<file path="src/mcbf_pkg.sv">
package mcbf_pkg;

	localparam int MAX_DIM    = 4096;
	localparam int MAX_LEVELS = 12;

	localparam int DIM_W   = 13;
	localparam int POS_W   = 12;
	localparam int LVL_W   = 4;
	localparam int SLOT_W  = 14;
	localparam int ADDR_W  = 12;
	localparam int CH_W    = 8;
	localparam int PAIR_W  = 9;
	localparam int TOT_W   = 10;
	localparam int MEM_W   = 4 * PAIR_W;
	localparam int CIDX_W  = 8;

	// configuration register indexes
	localparam logic [CIDX_W-1:0] REG_WIDTH  = 8'd0;
	localparam logic [CIDX_W-1:0] REG_HEIGHT = 8'd1;

	typedef logic [3:0][CH_W-1:0]  pix_t;
	typedef logic [3:0][PAIR_W-1:0] pair_t;
	typedef logic [3:0][TOT_W-1:0]  tot_t;

	typedef enum logic [4:0] {
		ST_IDLE = 5'b00001,
		ST_EVAL = 5'b00010,
		ST_RD   = 5'b00100,
		ST_RES  = 5'b01000,
		ST_END  = 5'b10000
	} state_t;

	// floor(log2(max(w, h))) capped at the level limit
	function automatic logic [LVL_W-1:0] lower_levels(logic [DIM_W-1:0] w,
			logic [DIM_W-1:0] h);
		logic [DIM_W-1:0] m;
		logic [LVL_W-1:0] n;
		m = (w > h) ? w : h;
		n = '0;
		for (int i = 1; i < DIM_W; i++) begin
			if (m[i]) n = LVL_W'(i);
		end
		if (n > LVL_W'(MAX_LEVELS)) n = LVL_W'(MAX_LEVELS);
		return n;
	endfunction

endpackage

</file>
<file path="src/mcbf_avg.sv">
module mcbf_avg import mcbf_pkg::*; (
	input  tot_t tot,
	output pix_t px
);

	logic [TOT_W:0] rnd [4];

	// rounded quarter of each 2x2 channel sum
	always_comb begin
		for (int c = 0; c < 4; c++) begin
			rnd[c] = {1'b0, tot[c]} + (TOT_W+1)'(2);
			px[c]  = rnd[c][CH_W+1:2];
		end
	end

endmodule

</file>
<file path="config.mk">
export PLATFORM = sky130hd
export DESIGN_NAME = mcbf_avg
export DESIGN_NICKNAME = d
export VERILOG_FILES = /design/src/mcbf_pkg.sv /design/src/mcbf_avg.sv
export SDC_FILE = /design/constraint.sdc
export NUM_CORES = 1
export LEC_CHECK = 0
export BUFFER_PORTS_ARGS = -buffer_cell sky130_fd_sc_hd__buf_4
export CAP_MARGIN = 20
export CORE_MARGIN = 5
export CORE_UTILIZATION = 29
export DETAILED_ROUTE_END_ITERATION = 16
export PLACE_DENSITY_LB_ADDON = 0.05
export SYNTH_ARGS = -nofsm -noshare
export SYNTH_HDL_FRONTEND = slang
export SYNTH_SLANG_ARGS = --single-unit
</file>
<file path="constraint.sdc">
create_clock -name vclk -period 0.8
set_input_delay 0.08 -clock vclk [all_inputs]
set_output_delay 0.08 -clock vclk [all_outputs]
set_load 0.05 [all_outputs]
</file>
==> flow_summary_export.csv, run 1 <==
group,metric,value,unit
logic_synthesis,synth.top_cell.area_share,24.9,%
floorplan,rows,15,
run_status,toolErrorMsg,"[ERROR FLW-0024] Place density exceeds 1.0 (current PLACE_DENSITY_LB_ADDON =  0.05). Please check if the value of  PLACE_DENSITY_LB_ADDON is between 0 and 0.99.",
placed_design,portBuffers,68,
floorplan,die_h,52.6,um
logic_synthesis,yosysWarnings,0,
logic_synthesis,yosysSeqAreaShare,0,%
floorplan,die_x,52.6,um
run_status,stop_stage,"global placement",
logic_synthesis,avgSynthCellArea,7.12,sq um
logic_synthesis,ys_top_cells_by_area,"xor2_1 25%, xnor2_1 22%, ha_1 9.5%",
floorplan,io_pins,72,
logic_synthesis,syn-num-nets,118,
logic_synthesis,yosys.area.top_type,"xor2_1",
floorplan,initial_core_util,30.5,%
logic_synthesis,netlist_area,527,sq um
logic_synthesis,synthCells,74,
run_status,outcome,"aborted with a tool error",
logic_synthesis,ys_types,11,
[cells in the mapped netlist, drive strengths merged]
master	instances
and4	1
nand2	6
nand3	11
xor2	15
nand4	4
inv	6
xnor2	13
nor3	4
ha	4
nor2	10
[cells by family after synthesis]
kind of cell	after synthesis	synth area share [%]
xor gates and xnor gates	28	46.6
adders and majority gates	4	9.50
buffers and inverters	6	4.28
and+or+nand+nor	36	39.7
==> run 2: changes to the inputs <==
--- a/config.mk
+++ b/config.mk
@@ -7,10 +7,10 @@
 export LEC_CHECK = 0
 export BUFFER_PORTS_ARGS = -buffer_cell sky130_fd_sc_hd__buf_4
 export CAP_MARGIN = 20
-export CORE_MARGIN = 5
-export CORE_UTILIZATION = 29
+export CORE_AREA = 5 5 66 68
 export DETAILED_ROUTE_END_ITERATION = 16
-export PLACE_DENSITY_LB_ADDON = 0.05
+export DIE_AREA = 0 0 71 73
+export PLACE_DENSITY_LB_ADDON = 0.15
 export SYNTH_ARGS = -nofsm -noshare
 export SYNTH_HDL_FRONTEND = slang
 export SYNTH_SLANG_ARGS = --single-unit
==> constraint.sdc (replaced) <==
create_clock -name vclk -period 1
set_input_delay 0.1 -clock vclk [all_inputs]
set_output_delay 0.1 -clock vclk [all_outputs]
set_load 0.05 [all_outputs]
==> run 2 against run 1 <==
  * The flow now finishes, with violations (negative setup slack)
  * Synthesized cell count did not move
  * Area after synthesis unchanged
==> flow_summary_export.csv, run 2 <==
group,metric,value,unit
routing,ant_nets,0,
placed_design,place_worst_setup_slack,-202,ps
logic_synthesis,ys_types,11,
setup_path,critPathMaxStageDelay,160,ps
routing,drc,0,
timing,maxSlewViolCount,0,
logic_synthesis,avgSynthCellArea,7.12,sq um
cells_and_area,layout_common_cells,"64 x buf_4, 28 x buf_6, 11 x xnor2_2, 9 x buf_8, 8 x xor2_2",
setup_path,cp_top_family,"buffers and inverters",
floorplan,initial_core_util,13.9,%
logic_synthesis,yosysWarnings,0,
placed_design,portBuffers,68,
routing,drt_iter0_drc,6,
floorplan,dieArea,5180,sq um
floorplan,die_x,71,um
setup_path,start_kind,"input port",
power_and_ir_drop,vdd_drop_max,0.000226,V
cells_and_area,nFlopsAndLatches,0,
timing,worst_pin_slew,251,ps
placed_design,post_dp_cell_area,1780,sq um
setup_path,required,900,ps
logic_synthesis,netlist_area,527,sq um
job,drv_cap,0,
run_status,outcome,"complete, but fails checks",
routing,routed_via_density,3.95,
logic_synthesis,synth.top_cell.area_share,24.9,%
timing,hold_slack,508,ps
timing,post-route-period-util,109,%
min_path,hold_depth,3,
logic_synthesis,yosysSeqAreaShare,0,%
power_and_ir_drop,power_density,565,nW/um^2
cells_and_area,clkbuf_count,0,
cells_and_area,layout_commonest_cell,"buf_4",
global_route,grt_max_degree,5,
setup_path,crit_chain,"buf_8 -> ha_4 -> nand3_4 -> buf_12 -> nor2_4 -> xor2_4 -> buf_8",
setup_path,crit_path_frequent_cell,"buf_8",
power_and_ir_drop,cellLeakagePower,0.928,nW
timing,fin_crit,1090,ps
cells_and_area,seq_area,0,sq um
setup_path,crit_path_end_kind,"output port",
global_route,antenna_found_initial,0,
min_path,hold_class,"input port to output port",
logic_synthesis,synthTopCellsByCount,"15 x xor2_1, 13 x xnor2_1, 10 x nor2_1",
setup_path,crit_type,"input port to output port",
setup_path,slowest_stage,"xor2_4",
routing,totalWireLength,2640,um
floorplan,io_pins,72,
logic_synthesis,yosys.area.top_type,"xor2_1",
floorplan,rows,23,
global_route,grt_pass1_vias,993,
routing,vias,897,
setup_path,worstPathArrival,990,ps
floorplan,core,3800,sq um
logic_synthesis,synthCells,74,
timing,setup_ws,-90.4,ps
logic_synthesis,syn-num-nets,118,
placed_design,dpl.hpwl,2380,um
global_route,grt_use_total,10.0,%
floorplan,die_h,73,um
global_route,grt_pass1_wl,4300,um
cells_and_area,drive_above_1_share,87.6,%
placed_design,place_congestion,0.804,
setup_path,path_buf_inv,3,
cells_and_area,num-fill-cells,360,
cells_and_area,num_antenna_cells,0,
cells_and_area,multi_input_area,976,sq um
cells_and_area,final_area,2030,sq um
cells_and_area,syn_to_final_growth,286,%
timing,relSlewSlack,83.2,%
cells_and_area,nNetsFinal,223,
min_path,worstHoldEndpoint,"px[15]",
logic_synthesis,ys_top_cells_by_area,"xor2_1 25%, xnor2_1 22%, ha_1 9.5%",
routing,drtPass1Iterations,2,
timing,max_freq,917,MHz
logic_synthesis,synthMostInstantiatedCell,"xor2_1",
min_path,min_from,"tot[19]",
timing,setup_violations,9,
timing,fin_tns_setup,-440,ps
run_status,failed_checks,"negative setup slack",
global_route,gr-total-overflow,0,
clocking,hold_buffers,0,
routing,post_drt_wl_per_cell,11.6,um
timing,finalHoldViolations,0,
setup_path,path_max_fanout,2,
timing,rsz0062_at_grt,"true",
run 2: cell counts after synthesis:
No cell type changed its count.
run 2: kinds of logic after synthesis:
| logic type | Yosys count | share of synthesized area, % |
|---|---|---|
| AND/OR/NAND/NOR | 36 | 39.7 |
| XOR/XNOR | 28 | 46.6 |
| buffers and inverters | 6 | 4.28 |
| adder cells (fa/ha/maj) | 4 | 9.50 |
run 2: report_power, final:
group / total [mW] / switching, mW / internal (mW) / leakage, nW
clock network: 0 / 0 / 0 / 0
registers: 0 / 0 / 0 / 0
logic: 1.15 / 0.639 / 0.509 / 0.928
run 2: worst max-delay path by stage:
stage                         to    start  cells after the start
after floorplan           px[31]  tot[31]                      4
after global placement    px[31]  tot[31]                      6
after detailed placement  px[31]  tot[31]                      6
after CTS                 px[15]  tot[12]                      6
after global routing      px[13]  tot[12]                      7
final                     px[13]  tot[12]                      7
run 2: cell type report:
cell class / instances / share of cell area (%)
Multi-Input combinational cell: 68 / 48.0
Timing Repair Buffer: 103 / 47.8
Tap cell: 50 / 3.08
Inverter: 6 / 1.11
run 2: through the flow:
step                util (%)  total power [mW]  instances
finish                  53.5              1.15        227
CTS                     51.1              1.12        226
global placement        46.9              1.03        224
global route            53.5              1.21        227
floorplan                  -             0.607         74
detailed placement      46.9              1.05        224
run 2: routing by layer:
| metal | track usage (%) | up-vias | part of all wire (%) |
|---|---|---|---|
| li1 | - | 439 | - |
| met1 | 9.54 | 424 | 28 |
| met2 | 22.6 | 34 | 64 |
| met3 | 2.07 | 0 | 7.8 |
| met4 | 0 | 0 | 0 |
| met5 | 0 | - | 0 |
run 2: what timing repair did:
| action | CTS | global route |
|---|---|---|
| endpoints found under the setup margin | 17 | 18 |
| gates resized for setup | 36 | 20 |
| pin swaps | 19 | 16 |
| buffers inserted | 2 | 1 |
(Power assumes the default switching activity.)
